File: config.mk
export PLATFORM = sky130hd
export DESIGN_NAME = wav_mono_to_stereo_streamer
export DESIGN_NICKNAME = d
export VERILOG_FILES = /design/src/wmts_pkg.sv /design/src/wmts_front.sv /design/src/wmts_queue.sv /design/src/wmts_back.sv /design/src/wav_mono_to_stereo_streamer.sv
export SDC_FILE = /design/constraint.sdc
export NUM_CORES = 1
export LEC_CHECK = 0
export BUFFER_PORTS_ARGS = -buffer_cell sky130_fd_sc_hd__buf_4
export CORE_UTILIZATION = 45
export CTS_CLUSTER_DIAMETER = 150
export DETAILED_ROUTE_END_ITERATION = 8
export PLACE_DENSITY = 0.68
export SYNTH_ARGS = -nofsm -noshare
export SYNTH_HDL_FRONTEND = slang
export SYNTH_SLANG_ARGS = --single-unit
File: constraint.sdc
create_clock -name i_clk -period 5.1 [get_ports i_clk]
set_input_delay 0 -clock i_clk [delete_from_list [all_inputs] [get_ports i_clk]]
set_output_delay 0 -clock i_clk [all_outputs]
set_load 0.03 [all_outputs]
File: src/wmts_pkg.sv
// ----------------------------------------------------------------------------
// wmts_pkg
// Shared types and constants for the wav mono to stereo streamer: input modes,
// status codes, header byte offsets and the command passed from front to back.
// ----------------------------------------------------------------------------
package wmts_pkg;

    localparam int HEADER_BYTES = 44;

    // input modes (s_axis_tuser)
    localparam logic [1:0] MODE_START  = 2'd0;
    localparam logic [1:0] MODE_DATA   = 2'd1;
    localparam logic [1:0] MODE_END    = 2'd2;
    localparam logic [1:0] MODE_CANCEL = 2'd3;

    // stream phases
    localparam logic [1:0] PH_IDLE   = 2'd0;
    localparam logic [1:0] PH_HEADER = 2'd1;
    localparam logic [1:0] PH_DATA   = 2'd2;
    localparam logic [1:0] PH_DONE   = 2'd3;

    // status codes
    localparam logic [3:0] ST_OK          = 4'd0;
    localparam logic [3:0] ST_BAD_HEADER  = 4'd1;
    localparam logic [3:0] ST_BAD_FORMAT  = 4'd2;
    localparam logic [3:0] ST_TOO_LARGE   = 4'd3;
    localparam logic [3:0] ST_TOO_LONG    = 4'd4;
    localparam logic [3:0] ST_OVERFLOW    = 4'd5;
    localparam logic [3:0] ST_CANCELLED   = 4'd6;
    localparam logic [3:0] ST_TRUNCATED   = 4'd7;
    localparam logic [3:0] ST_NOT_STARTED = 4'd8;

    // configuration register indexes
    localparam logic [1:0] CFG_FRAME_LENGTH    = 2'd0;
    localparam logic [1:0] CFG_MAX_FRAME_BYTES = 2'd1;
    localparam logic [1:0] CFG_MAX_DURATION_MS = 2'd2;

    // header byte offsets at which a little-endian field is complete
    localparam logic [5:0] HDR_RIFF_TAG    = 6'd3;
    localparam logic [5:0] HDR_RIFF_SIZE   = 6'd7;
    localparam logic [5:0] HDR_WAVE_TAG    = 6'd11;
    localparam logic [5:0] HDR_FMT_TAG     = 6'd15;
    localparam logic [5:0] HDR_FMT_SIZE    = 6'd19;
    localparam logic [5:0] HDR_AUDIO_FMT   = 6'd21;
    localparam logic [5:0] HDR_CHANNELS    = 6'd23;
    localparam logic [5:0] HDR_SAMPLE_RATE = 6'd27;
    localparam logic [5:0] HDR_BYTE_RATE   = 6'd31;
    localparam logic [5:0] HDR_BLOCK_ALIGN = 6'd33;
    localparam logic [5:0] HDR_BITS        = 6'd35;
    localparam logic [5:0] HDR_DATA_TAG    = 6'd39;
    localparam logic [5:0] HDR_LAST        = 6'(HEADER_BYTES - 1);

    localparam logic [31:0] TAG_RIFF = 32'h4646_4952;
    localparam logic [31:0] TAG_WAVE = 32'h4556_4157;
    localparam logic [31:0] TAG_FMT  = 32'h2074_6D66;
    localparam logic [31:0] TAG_DATA = 32'h6174_6164;

    localparam logic [31:0] FMT_CHUNK_SIZE = 32'd16;
    localparam logic [15:0] FMT_PCM        = 16'd1;
    localparam logic [15:0] FMT_MONO       = 16'd1;
    localparam logic [31:0] FMT_RATE       = 32'd16000;
    localparam logic [31:0] FMT_BYTE_RATE  = 32'd32000;
    localparam logic [15:0] FMT_ALIGN      = 16'd2;
    localparam logic [15:0] FMT_BITS       = 16'd16;

    // reset values of the configuration registers
    localparam logic [31:0] RST_FRAME_LENGTH    = 32'd0;
    localparam logic [31:0] RST_MAX_FRAME_BYTES = 32'd1048576;
    localparam logic [26:0] RST_MAX_DURATION_MS = 27'd30000;

    // work item from the front to the back: a status report or a sample pair
    typedef struct packed {
        logic               is_pair;
        logic signed [15:0] sample;
        logic [3:0]         status;
    } t_cmd;

endpackage

File: src/wmts_front.sv
// ----------------------------------------------------------------------------
// wmts_front
// Accepts one stream item per cycle while the command queue is not full, parses
// the wav header, counts pcm bytes, keeps the sticky status and pushes report or sample-pair commands.
// ----------------------------------------------------------------------------
module wmts_front (
    input  logic                 i_clk,
    input  logic                 i_rst_n,
    input  logic                 i_cfg_we,
    input  logic [1:0]           i_cfg_idx,
    input  logic [31:0]          i_cfg_data,
    input  logic                 i_valid,
    input  logic [1:0]           i_mode,
    input  logic [7:0]           i_byte,
    input  logic                 i_q_full,
    output logic                 o_ready,
    output logic                 o_push,
    output wmts_pkg::t_cmd       o_cmd
);
    import wmts_pkg::*;

    // configuration, with derived values worked out at write time
    logic [31:0] r_frame_len;
    logic [31:0] r_fl_m8;
    logic [31:0] r_fl_m44;
    logic        r_fl_small;
    logic [31:0] r_max_frame;
    logic [32:0] r_dur_lim;
    logic [27:0] w_dur_p1;

    logic [1:0]  r_phase, n_phase;
    logic [5:0]  r_hidx, n_hidx;
    logic [31:0] r_shift, n_shift;
    logic        r_hbad, n_hbad;
    logic        r_fbad, n_fbad;
    logic [31:0] r_expected, n_expected;
    logic [31:0] r_received, n_received;
    logic [7:0]  r_held, n_held;
    logic        r_held_v, n_held_v;
    logic [3:0]  r_sticky, n_sticky;

    logic        w_accept;
    logic [31:0] w_acc;
    logic [15:0] w_hi;
    logic [3:0]  w_verdict;

    assign o_ready  = !i_q_full;
    assign w_accept = i_valid && o_ready;
    assign w_acc    = {i_byte, r_shift[31:8]};
    assign w_hi     = w_acc[31:16];
    assign w_dur_p1 = {1'b0, i_cfg_data[26:0]} + 28'd1;

    always_ff @(posedge i_clk) begin
        if (!i_rst_n) begin
            r_frame_len <= RST_FRAME_LENGTH;
            r_fl_m8     <= RST_FRAME_LENGTH - 32'd8;
            r_fl_m44    <= RST_FRAME_LENGTH - 32'(HEADER_BYTES);
            r_fl_small  <= (RST_FRAME_LENGTH < 32'(HEADER_BYTES));
            r_max_frame <= RST_MAX_FRAME_BYTES;
            r_dur_lim   <= {({1'b0, RST_MAX_DURATION_MS} + 28'd1), 5'd0};
        end else if (i_cfg_we) begin
            unique case (i_cfg_idx)
                CFG_FRAME_LENGTH: begin
                    r_frame_len <= i_cfg_data;
                    r_fl_m8     <= i_cfg_data - 32'd8;
                    r_fl_m44    <= i_cfg_data - 32'(HEADER_BYTES);
                    r_fl_small  <= (i_cfg_data < 32'(HEADER_BYTES));
                end
                CFG_MAX_FRAME_BYTES: r_max_frame <= i_cfg_data;
                CFG_MAX_DURATION_MS: r_dur_lim   <= {w_dur_p1, 5'd0};
                default: ;
            endcase
        end
    end

    // verdict on the last header byte, highest priority first
    always_comb begin
        if (r_frame_len > r_max_frame) begin
            w_verdict = ST_TOO_LARGE;
        end else if (r_hbad || r_fl_small) begin
            w_verdict = ST_BAD_HEADER;
        end else if (r_fbad) begin
            w_verdict = ST_BAD_FORMAT;
        end else if (w_acc[0] || (w_acc != r_fl_m44)) begin
            w_verdict = ST_BAD_HEADER;
        end else if ({1'b0, w_acc} >= r_dur_lim) begin
            w_verdict = ST_TOO_LONG;
        end else begin
            w_verdict = ST_OK;
        end
    end

    always_comb begin
        n_phase    = r_phase;
        n_hidx     = r_hidx;
        n_shift    = r_shift;
        n_hbad     = r_hbad;
        n_fbad     = r_fbad;
        n_expected = r_expected;
        n_received = r_received;
        n_held     = r_held;
        n_held_v   = r_held_v;
        n_sticky   = r_sticky;
        o_push     = 1'b0;
        o_cmd      = '{is_pair: 1'b0, sample: 16'sd0, status: ST_OK};

        if (w_accept) begin
            unique case (i_mode)
                MODE_START: begin
                    n_phase    = PH_HEADER;
                    n_hidx     = '0;
                    n_shift    = '0;
                    n_hbad     = 1'b0;
                    n_fbad     = 1'b0;
                    n_expected = '0;
                    n_received = '0;
                    n_held     = '0;
                    n_held_v   = 1'b0;
                    n_sticky   = ST_OK;
                end
                MODE_DATA: begin
                    unique case (r_phase)
                        PH_IDLE: begin
                            o_push       = 1'b1;
                            o_cmd.status = ST_NOT_STARTED;
                        end
                        PH_HEADER: begin
                            n_shift = w_acc;
                            unique case (r_hidx)
                                HDR_RIFF_TAG:    n_hbad = r_hbad || (w_acc != TAG_RIFF);
                                HDR_RIFF_SIZE:   n_hbad = r_hbad || (w_acc != r_fl_m8);
                                HDR_WAVE_TAG:    n_hbad = r_hbad || (w_acc != TAG_WAVE);
                                HDR_FMT_TAG:     n_hbad = r_hbad || (w_acc != TAG_FMT);
                                HDR_FMT_SIZE:    n_hbad = r_hbad || (w_acc != FMT_CHUNK_SIZE);
                                HDR_AUDIO_FMT:   n_fbad = r_fbad || (w_hi != FMT_PCM);
                                HDR_CHANNELS:    n_fbad = r_fbad || (w_hi != FMT_MONO);
                                HDR_SAMPLE_RATE: n_fbad = r_fbad || (w_acc != FMT_RATE);
                                HDR_BYTE_RATE:   n_fbad = r_fbad || (w_acc != FMT_BYTE_RATE);
                                HDR_BLOCK_ALIGN: n_fbad = r_fbad || (w_hi != FMT_ALIGN);
                                HDR_BITS:        n_fbad = r_fbad || (w_hi != FMT_BITS);
                                HDR_DATA_TAG:    n_hbad = r_hbad || (w_acc != TAG_DATA);
                                default: ;
                            endcase
                            if (r_hidx != HDR_LAST) begin
                                n_hidx = r_hidx + 6'd1;
                            end else begin
                                o_push       = 1'b1;
                                o_cmd.status = w_verdict;
                                n_sticky     = w_verdict;
                                if (w_verdict == ST_OK) begin
                                    n_expected = w_acc;
                                    n_received = '0;
                                    n_phase    = PH_DATA;
                                end else begin
                                    n_phase = PH_DONE;
                                end
                            end
                        end
                        PH_DATA: begin
                            if (r_received == r_expected) begin
                                // byte past the announced data size
                                n_sticky     = ST_OVERFLOW;
                                n_phase      = PH_DONE;
                                o_push       = 1'b1;
                                o_cmd.status = ST_OVERFLOW;
                            end else begin
                                n_received = r_received + 32'd1;
                                if (!r_held_v) begin
                                    n_held   = i_byte;
                                    n_held_v = 1'b1;
                                end else begin
                                    n_held_v      = 1'b0;
                                    o_push        = 1'b1;
                                    o_cmd.is_pair = 1'b1;
                                    o_cmd.sample  = {i_byte, r_held};
                                end
                            end
                        end
                        default: begin
                            o_push       = 1'b1;
                            o_cmd.status = (r_sticky != ST_OK) ? r_sticky : ST_NOT_STARTED;
                        end
                    endcase
                end
                MODE_END: begin
                    o_push = 1'b1;
                    if (r_phase == PH_IDLE) begin
                        o_cmd.status = ST_NOT_STARTED;
                    end else begin
                        if ((r_phase == PH_HEADER) ||
                            ((r_phase == PH_DATA) &&
                             ((r_received != r_expected) || r_held_v))) begin
                            n_sticky = ST_TRUNCATED;
                        end
                        n_phase      = PH_DONE;
                        o_cmd.status = n_sticky;
                    end
                end
                default: begin
                    o_push = 1'b1;
                    if (r_phase == PH_IDLE) begin
                        o_cmd.status = ST_NOT_STARTED;
                    end else begin
                        if (r_phase != PH_DONE) begin
                            n_sticky = ST_CANCELLED;
                            n_phase  = PH_DONE;
                        end
                        o_cmd.status = n_sticky;
                    end
                end
            endcase
        end
    end

    always_ff @(posedge i_clk) begin
        if (!i_rst_n) begin
            r_phase    <= PH_IDLE;
            r_hidx     <= '0;
            r_shift    <= '0;
            r_hbad     <= 1'b0;
            r_fbad     <= 1'b0;
            r_expected <= '0;
            r_received <= '0;
            r_held     <= '0;
            r_held_v   <= 1'b0;
            r_sticky   <= ST_OK;
        end else begin
            r_phase    <= n_phase;
            r_hidx     <= n_hidx;
            r_shift    <= n_shift;
            r_hbad     <= n_hbad;
            r_fbad     <= n_fbad;
            r_expected <= n_expected;
            r_received <= n_received;
            r_held     <= n_held;
            r_held_v   <= n_held_v;
            r_sticky   <= n_sticky;
        end
    end

endmodule

File: src/wmts_queue.sv
// ----------------------------------------------------------------------------
// wmts_queue
// Small register queue of commands between the front and the back.
// ----------------------------------------------------------------------------
module wmts_queue #(
    parameter int DEPTH = 4   // 2 to 16
) (
    input  logic           i_clk,
    input  logic           i_rst_n,
    input  logic           i_push,
    input  wmts_pkg::t_cmd i_cmd,
    input  logic           i_pop,
    output logic           o_full,
    output logic           o_valid,
    output wmts_pkg::t_cmd o_cmd
);
    import wmts_pkg::*;

    localparam int AW = $clog2(DEPTH);
    localparam int CW = $clog2(DEPTH + 1);

    t_cmd          r_mem [DEPTH];
    logic [AW-1:0] r_wp, r_rp;
    logic [CW-1:0] r_cnt;
    logic          w_wr, w_rd;

    assign o_full  = (r_cnt == CW'(DEPTH));
    assign o_valid = (r_cnt != '0);
    assign o_cmd   = r_mem[r_rp];
    assign w_wr    = i_push && !o_full;
    assign w_rd    = i_pop && o_valid;

    always_ff @(posedge i_clk) begin
        if (w_wr) begin
            r_mem[r_wp] <= i_cmd;
        end
    end

    always_ff @(posedge i_clk) begin
        if (!i_rst_n) begin
            r_wp  <= '0;
            r_rp  <= '0;
            r_cnt <= '0;
        end else begin
            if (w_wr) begin
                r_wp <= (r_wp == AW'(DEPTH - 1)) ? '0 : r_wp + AW'(1);
            end
            if (w_rd) begin
                r_rp <= (r_rp == AW'(DEPTH - 1)) ? '0 : r_rp + AW'(1);
            end
            if (w_wr && !w_rd) begin
                r_cnt <= r_cnt + CW'(1);
            end else if (w_rd && !w_wr) begin
                r_cnt <= r_cnt - CW'(1);
            end
        end
    end

endmodule

File: src/wmts_back.sv
// ----------------------------------------------------------------------------
// wmts_back
// Turns queued commands into output transfers: a report gives one, a sample
// pair gives left then right. Holds the output register.
// ----------------------------------------------------------------------------
module wmts_back (
    input  logic               i_clk,
    input  logic               i_rst_n,
    input  logic               i_q_valid,
    input  wmts_pkg::t_cmd     i_q_cmd,
    output logic               o_q_pop,
    output logic               o_valid,
    input  logic               i_ready,
    output logic               o_kind,
    output logic signed [15:0] o_sample,
    output logic               o_channel,
    output logic [3:0]         o_status,
    output logic               o_last
);
    import wmts_pkg::*;

    logic r_valid;
    logic r_right;   // left of the current pair already issued
    logic w_load;

    assign w_load  = !r_valid || i_ready;
    assign o_q_pop = w_load && i_q_valid && (!i_q_cmd.is_pair || r_right);
    assign o_valid = r_valid;

    always_ff @(posedge i_clk) begin
        if (!i_rst_n) begin
            r_valid <= 1'b0;
            r_right <= 1'b0;
        end else if (w_load) begin
            r_valid <= i_q_valid;
            if (i_q_valid && i_q_cmd.is_pair) begin
                r_right <= !r_right;
            end
        end
    end

    always_ff @(posedge i_clk) begin
        if (w_load && i_q_valid) begin
            o_kind    <= i_q_cmd.is_pair;
            o_sample  <= i_q_cmd.is_pair ? i_q_cmd.sample : 16'sd0;
            o_channel <= i_q_cmd.is_pair && r_right;
            o_status  <= i_q_cmd.is_pair ? ST_OK : i_q_cmd.status;
            o_last    <= !i_q_cmd.is_pair || r_right;
        end
    end

endmodule

File: src/wav_mono_to_stereo_streamer.sv
// ----------------------------------------------------------------------------
// wav_mono_to_stereo_streamer
// Parses a 44-byte pcm16 wav header from a byte stream, reports its status,
// then emits each 16-bit mono sample as a left and a right sample.
// ----------------------------------------------------------------------------
//  channel   dir  tdata (low bit up)                    tuser   tlast
//  s_axis    in   data_byte[7:0]                        mode    -
//  m_axis    out  sample[15:0] channel status[3:0] 000  kind    last
//  cfg       in   i_cfg_we / i_cfg_idx / i_cfg_data, write only
//
// one input transfer per cycle while the queue has room; the front decides
// each item in that cycle and a command passes through the queue register
// into the output register. a sample pair gives two output transfers, so
// the m_axis side sets the sustained rate: one byte per cycle for reports
// and pcm data while m_axis_tready stays high. synchronous active-low reset, no clearing pass.
// s_axis_tready drops only when the command queue is full.
// ----------------------------------------------------------------------------
module wav_mono_to_stereo_streamer #(
    parameter int QUEUE_DEPTH = 4
) (
    input  logic        i_clk,
    input  logic        i_rst_n,
    input  logic        i_cfg_we,
    input  logic [1:0]  i_cfg_idx,
    input  logic [31:0] i_cfg_data,
    input  logic        s_axis_tvalid,
    output logic        s_axis_tready,
    input  logic [7:0]  s_axis_tdata,   // data_byte[7:0]
    input  logic [1:0]  s_axis_tuser,   // mode[1:0]
    output logic        m_axis_tvalid,
    input  logic        m_axis_tready,
    output logic [23:0] m_axis_tdata,   // sample[15:0], channel[16], status[20:17], zero
    output logic        m_axis_tuser,   // kind
    output logic        m_axis_tlast
);
    import wmts_pkg::*;

    logic               w_push, w_full, w_q_valid, w_pop;
    t_cmd               w_cmd, w_q_cmd;
    logic signed [15:0] w_sample;
    logic               w_channel;
    logic [3:0]         w_status;

    wmts_front u_front (
        .i_clk      (i_clk),
        .i_rst_n    (i_rst_n),
        .i_cfg_we   (i_cfg_we),
        .i_cfg_idx  (i_cfg_idx),
        .i_cfg_data (i_cfg_data),
        .i_valid    (s_axis_tvalid),
        .i_mode     (s_axis_tuser),
        .i_byte     (s_axis_tdata),
        .i_q_full   (w_full),
        .o_ready    (s_axis_tready),
        .o_push     (w_push),
        .o_cmd      (w_cmd)
    );

    wmts_queue #(
        .DEPTH (QUEUE_DEPTH)
    ) u_queue (
        .i_clk   (i_clk),
        .i_rst_n (i_rst_n),
        .i_push  (w_push),
        .i_cmd   (w_cmd),
        .i_pop   (w_pop),
        .o_full  (w_full),
        .o_valid (w_q_valid),
        .o_cmd   (w_q_cmd)
    );

    wmts_back u_back (
        .i_clk     (i_clk),
        .i_rst_n   (i_rst_n),
        .i_q_valid (w_q_valid),
        .i_q_cmd   (w_q_cmd),
        .o_q_pop   (w_pop),
        .o_valid   (m_axis_tvalid),
        .i_ready   (m_axis_tready),
        .o_kind    (m_axis_tuser),
        .o_sample  (w_sample),
        .o_channel (w_channel),
        .o_status  (w_status),
        .o_last    (m_axis_tlast)
    );

    assign m_axis_tdata = {3'b000, w_status, w_channel, w_sample};

    // a left sample is always followed at once by its right sample
    assert property (@(posedge i_clk) disable iff (!i_rst_n)
        (m_axis_tvalid && m_axis_tready && m_axis_tuser && !m_axis_tdata[16])
        |=> (m_axis_tvalid && m_axis_tuser && m_axis_tdata[16]))
        else $error("right sample did not follow left sample");

    // the left sample never closes an item
    assert property (@(posedge i_clk) disable iff (!i_rst_n)
        (m_axis_tvalid && m_axis_tuser && !m_axis_tdata[16]) |-> !m_axis_tlast)
        else $error("left sample marked last");

    // nothing leaves right after reset
    assert property (@(posedge i_clk) disable iff (!i_rst_n)
        !$past(i_rst_n) |-> !m_axis_tvalid)
        else $error("output valid right after reset");

endmodule
==> metrics.yaml, run 1 <==
detailed_routing:
  wl_per_cell_um: 18.8
  via_per_inst: 5.72
  final_antenna_net_count: 0
  num_vias: 16400
  drt-total-wl_um: 53900
  drt_iter0_markers: 1505
  dr.pass1.iters: 5
  drc: 0
clock_network:
  cts_sinks: 381
  cts_tree: "yes"
  ctsHoldBuffers: 47
  root_buffer: "clkbuf_16"
  clock_latency_ns: 0.55
  clk_pin_slew_ns: 0.06
  htreeDepth: 2
  cts_buffers: 41
  cts-resized-gates: 0
  cts_setup_buffers: 0
  cts_buffer_depth: 3
synth:
  synth_xor_area_frac: 0.0667
  synth.top_cell.area_share: 0.279
  yosysSeqAreaShare: 0.442
  yosys_warnings: 0
  synthCells: 2217
  synthTopCellsByArea: "dfxtp_1 28%, edfxtp_1 16%, nand2_1 6.6%"
  synth.largest_area_cell: "dfxtp_1"
  synthAdderAreaFrac: 0.0506
  syn_area_per_cell_um2: 8.88
  synth_cell_type_count: 71
  syn_area_um2: 19700
  synth_compound_area_frac: 0.149
  synthFlopType: "dfxtp_1"
  synth_top_family_by_area: "simple AND/OR/NAND/NOR gates"
  synth-simple-area-share: 0.204
  synthMuxAreaShare: 0.0367
  synth-edff-count: 107
  async_reset_ff_frac: 0
  ys_ff_latch: 381
setup_path:
  arrival_ns: 4.31
  timing.rr.start: "u_front.r_hidx[0]"
  worstPathRequired_ns: 5.57
  worstSetupPathType: "flip-flop to flip-flop"
  path_max_fanout: 46
  cp-start-kind: "flip-flop"
  cp-end-kind: "flip-flop"
  setup.worst_path.start: "u_front.r_hidx[0]"
timing:
  tightest_slew_ns: 1.17
  rsz0062_at_grt: "no"
  period_share: 0.753
  slew_viol_final: 0
  setup_viol: 0
  holdWs_ns: 0.0739
  fin_setup_tns_ns: 0
  fmax_ghz: 0.260
  hold_viol_final: 0
  min_period_ns: 3.84
  finClkSkew_ns: 0.0123
  relSlewSlack: 0.218
place:
  gp_congestion: 0.981
  hpwl_um: 36200
  dp_cells: 2746
  port_buffers: 73
pwr:
  ir_drop_v: 0.000291
  power_density_nw_per_um2: 369
  leakagePower_uw: 0.00809
die:
  core_um2: 43100
  die_w_um: 211
  die_h_um: 211
  io_pins: 77
  die_area_um2: 44600
  initial_utilization: 0.457
  rows: 76
grt:
  antenna_found_initial: 0
  grt_pass1_wl_um: 85000
  track_usage: 0.241
  grt_overflow: 0
  grt_max_degree: 90
  grt_pass1_vias: 15500
finish:
  synthToLayoutAreaGrowth_pct: 14.6
  fin_cells: 2869
  nets: 2379
  drive_gt1_frac: 0.100
  antenna_cells: 0
min_path:
  holdCritPathClass: "input pin to flip-flop"
  hp-start: "i_cfg_we"
outcome:
  outcome: "finished clean"
job:
  drv_cap: 0
-- path summary, 6_finish.rpt --
path / endpoint / slack [ns] / cells past startpoint
hold / removal: u_front.r_max_frame[17] / 0.07 / 5
setup / recovery: u_front.r_received[16] / 1.26 / 9
setup reg to reg: u_front.r_received[16] / 1.26 / 9
hold reg to reg: u_front.r_max_frame[7] / 0.45 / 2
-- metal layers --
metal	GRT usage	routed length, µm	vias to the layer above
met5	0	0	-
met4	0.0842	1740	0
met3	0.0305	3590	118
met2	0.392	25000	586
met1	0.328	23500	7802
li1	-	-	7911
-- flip-flops by register name (all words and copies together) (netlist names), 8 cells and up, named ones only --
signal / cells
u_back.o_sample: 16
u_front.r_dur_lim: 28
u_front.r_expected: 32
u_front.r_fl_m44: 32
u_front.r_fl_m8: 30
u_front.r_frame_len: 29
u_front.r_held: 8
u_front.r_max_frame: 32
u_front.r_received: 32
u_front.r_shift: 24
u_queue.r_mem: 84
-- stage by stage --
step	instance area (µm²)	total power, µW	utilization	worst slack (ns)
2_1_floorplan	19700	4620	-	1.89
3_3_place_gp	20600	5080	0.479	1.52
3_5_place_dp	20600	5120	0.479	1.35
4_1_cts	22600	8370	0.524	1.32
5_1_grt	22600	8650	0.524	1.03
6_report	22600	8330	0.524	1.26
-- where the power goes --
group / leakage [µW] / internal [µW] / switching (µW) / total [µW]
logic: 0.00415 / 594 / 972 / 1570
registers: 0.00323 / 3400 / 115 / 3510
clock network: 0.000720 / 2000 / 1240 / 3250
-- synthesized netlist by cell type, types with 19 or more instances --
| master | number |
|---|---|
| nand2_1 | 346 |
| dfxtp_1 | 274 |
| a21oi_1 | 203 |
| clkbuf_1 | 146 |
| nor2_1 | 129 |
| xnor2_1 | 113 |
| edfxtp_1 | 107 |
| inv_1 | 91 |
| ha_1 | 78 |
| o21ai_0 | 69 |
| nand3_1 | 68 |
| o211ai_1 | 55 |
| nand4_1 | 47 |
| xor2_1 | 37 |
| nor4_1 | 31 |
| and2_1 | 30 |
| and3_1 | 30 |
| nor2b_1 | 30 |
| nor3_1 | 27 |
| mux2i_1 | 26 |
| or3_1 | 26 |
| mux4_2 | 20 |
| a211oi_1 | 19 |
-- area by class of cell --
cell class | count | area [µm²]
tap | 585 | 732
inverter | 92 | 348
timing repair buffer | 156 | 1290
multi-input combinational | 1579 | 10000
clock buffer | 57 | 1200
clock inverter | 19 | 285
fill | 3866 | 20500
sequential | 381 | 8700
-- cells by family (layout without fill, tap and decap cells) --
family,after synthesis,count (layout)
compound gates,470,470
xor+xnor,150,150
fa+ha+maj,79,79
buf+inv,259,324
flops,381,381
mux,47,47
other cells,1,3
simple gates,830,830
-- critical path: stages (launching register included) --
cell and delay (ns):
dfxtp_1 0.40, ha_1 0.63, nor2b_1 0.40, nand4_1 0.38, a311oi_1 0.61, and4_1 0.30, a21oi_2 0.06, buf_4 0.27
or4_1 0.55, a21oi_1 0.15
-- cell usage in the layout, fill, tap and decap left out, types with 13 or more instances in the layout --
cell type / synthesis / routed
nand2_1: 346 / 346
dfxtp_1: 274 / 274
a21oi_1: 203 / 201
nor2_1: 129 / 127
xnor2_1: 113 / 113
buf_4: 4 / 109
edfxtp_1: 107 / 107
inv_1: 91 / 91
ha_1: 78 / 78
nand3_1: 68 / 68
o21ai_0: 69 / 67
o211ai_1: 55 / 55
nand4_1: 47 / 47
dlygate4sd3_1: 0 / 47
clkbuf_16: 0 / 43
xor2_1: 37 / 37
nor4_1: 31 / 31
nor2b_1: 30 / 30
and2_1: 30 / 30
and3_1: 30 / 30
nor3_1: 27 / 27
mux2i_1: 26 / 26
or3_1: 26 / 26
mux4_2: 20 / 20
a211oi_1: 19 / 19
o311ai_0: 15 / 15
or4_1: 14 / 14
o31ai_1: 13 / 13
a32o_1: 13 / 13
(Power assumes the default switching activity.)
==> run 2: changes to the inputs <==
Settings changed: PLACE_DENSITY 0.68 to 0.7.
Clock period 5.1 ns to 3.2 ns, I/O delays scaled along.
==> run 2 against run 1 <==
Against the previous run:
- clock skew is 0.0010 ns lower
- the flow now finishes with violations (setup timing)
- utilization is 2.0 points higher
- hold slack worse by 0.042 ns
- wire length is 3.3% higher
- critical path type unchanged
- critical path depth is 6 higher
==> metrics.yaml, run 2 (synthesized netlist as in run 1, its figures left out) <==
setup_path:
  crit_family: "buffers and inverters"
  cp-start-kind: "flip-flop"
  path_buf_inv: 6  # +5
  crit_path_max_incr_delay_ns: 0.41  # -0.22 ns
  worstPathRequired_ns: 3.65  # -1.92 ns
  path_max_fanout: 23  # -50%
  cp-end-kind: "flip-flop"
  crit_top_cell: "buf_4"
  arrival_ns: 3.66  # -0.65 ns
  worstSetupPathType: "flip-flop to flip-flop"
  crit_chain: "inv_1, ha_1, nand4_1, buf_4, buf_4, nor3_2, or3b_4, a31oi_1, buf_4, nor4_4, a21oi_4, buf_4, clkbuf_16, nor4_1, o21ba_2"
  cp_slowest_cell: "or3b_4"
pwr:
  p_clk_frac: 0.371  # -0.019
  p_switching_uw: 3780  # +62%
  leakagePower_uw: 0.00852  # +5.3%
  total_power_uw: 13200  # +58%
  p_int_uw: 9380  # +56%
  netSwitchingFraction: 0.287  # +0.00750
  p_seq_frac: 0.426  # +0.004
  power_density_nw_per_um2: 562  # +52%
  comb_power_share: 0.203  # +0.015
  ir_drop_v: 0.000423  # +46%
finish:
  final_util: 0.544  # +0.0198
  regMostFlops: "u_queue.r_mem"
  synthToLayoutAreaGrowth_pct: 18.9
  stdcell_area_um2: 23400  # +3.8%
  fin_cells: 2935  # +2.3%
  drive_gt1_frac: 0.153  # +0.0525
  final_cell_mix: "346 x nand2_1, 243 x dfxtp_1, 195 x a21oi_1, 164 x buf_4, 125 x nor2_1"
  layout.cells.most_common: "nand2_1"
  antenna_cells: 0  # unchanged
  largest_reg_flops: 84  # unchanged
  nets: 2445  # +2.8%
  fillers: 3765  # -2.6%
min_path:
  holdCritPathClass: "input pin to flip-flop"
detailed_routing:
  drt-total-wl_um: 55700  # +3.3%
  final_antenna_net_count: 0  # unchanged
  drt_iter0_markers: 1523  # +1.2%
  num_vias: 16800  # +2.4%
  via_per_inst: 5.73  # about the same
  wl_per_cell_um: 19.0  # +1.0%
  dr.pass1.iters: 5  # unchanged
  drc: 0  # unchanged
timing:
  finClkSkew_ns: 0.0113  # -0.00101 ns
  setup_viol: 2  # +2
  rsz0062_at_grt: "yes"
  holdWs_ns: 0.0320  # -0.0419 ns
  slew_viol_final: 0  # unchanged
  tightest_slew_ns: 0.938  # -0.235 ns
  setup_ws_ns: -0.0110  # -1.27 ns
  fmax_ghz: 0.311  # +20%
  relSlewSlack: 0.374  # +0.157
  period_share: 1.00  # +0.250
  min_period_ns: 3.21  # -0.631 ns
  hold_viol_final: 0  # unchanged
job:
  drv_cap: 0  # unchanged
clock_network:
  htreeDepth: 2  # unchanged
  root_buffer: "clkbuf_16"
  cts_sinks: 381  # unchanged
  cts_buffers: 41  # unchanged
  cts_buffer_depth: 3  # unchanged
  cts_tree: "yes"
  clock_latency_ns: 0.56  # about the same
  clk_pin_slew_ns: 0.06  # about the same
place:
  hpwl_um: 37000  # +2.0%
  dp_cells: 2800  # +2.0%
  port_buffers: 73  # unchanged
  gp_congestion: 0.965  # -1.6%
  placed_area_um2: 21100  # +2.4%
die:
  rows: 76  # unchanged
  die_area_um2: 44600  # unchanged
  initial_utilization: 0.457  # unchanged
  die_h_um: 211  # unchanged
  io_pins: 77  # unchanged
  core_um2: 43100  # unchanged
  die_w_um: 211  # unchanged
grt:
  track_usage: 0.243  # +0.00208
  grt_max_degree: 133  # +48%
  grt_pass1_wl_um: 85800  # +1.0%
  antenna_found_initial: 0  # unchanged
  grt_pass1_vias: 15900  # +2.5%
  grt_overflow: 0  # unchanged
outcome:
  violations: "setup timing"
  outcome: "finished with violations"
==> run 2: through the flow <==
stage | worst slack, ns | TNS [ns]
2_1_floorplan | 0.0937 | 0
3_5_place_dp | -0.00816 | -0.0113
3_3_place_gp | 0.0862 | 0
5_1_grt | -0.100 | -1.74
4_1_cts | 0.00867 | 0
6_report | -0.0110 | -0.0190
==> run 2: worst reg2reg max path, delay by kind of cell (launching register included) <==
family          cells  cell delay, ns
compound gates      3            0.63
fa+ha+maj           1            0.30
buf+inv             6            0.94
flops               1            0.32
simple gates        5            0.92
==> run 2: repair_timing <==
item / in CTS / in global routing
cloned: 0 / 3
gates resized for setup: 3 / 73
setup endpoints to repair: 11 / 61
pin swaps: 0 / 23
hold buffers: 48 / 0
endpoints found under the hold margin: 209 / 0
setup buffers: 0 / 8
==> run 2: worst paths after layout <==
check,from,end,slack (ns),depth (start not counted)
setup / recovery,u_front.r_max_frame[30],u_front.r_received[28],-0.01,15
hold / removal,i_rst_n,u_front.r_fl_m44[2],0.03,2
setup reg to reg,u_front.r_max_frame[30],u_front.r_received[28],-0.01,15
hold reg to reg,u_front.r_max_frame[6],u_front.r_max_frame[6],0.46,2
==> run 2: layout make-up <==
cell class | count | area (µm²) | share of cell area
Inverter | 92 | 348 | 0.0149
Clock inverter | 19 | 216 | 0.00924
Clock buffer | 57 | 1180 | 0.0502
Timing Repair Buffer | 222 | 1930 | 0.0823
Tap cell | 585 | 732 | 0.0313
Sequential cell | 381 | 8740 | 0.373
Multi-Input combinational cell | 1579 | 10300 | 0.439
==> run 2: per-layer routing <==
| layer | global-route usage | up-vias | part of all wire |
|---|---|---|---|
| li1 | - | 8052 | - |
| met1 | 0.324 | 8006 | 0.43 |
| met2 | 0.395 | 621 | 0.47 |
| met3 | 0.0349 | 128 | 0.067 |
| met4 | 0.0985 | 0 | 0.037 |
| met5 | 0 | - | 0 |
==> run 2: power by group through the flow <==
stage | clock network (µW) | logic [µW] | registers [µW]
3_5_place_dp | 0 | 2510 | 5710
4_1_cts | 4950 | 2570 | 5610
2_1_floorplan | 0 | 1380 | 5980
5_1_grt | 5150 | 2880 | 5650
3_3_place_gp | 0 | 2460 | 5690
6_report | 4880 | 2670 | 5610
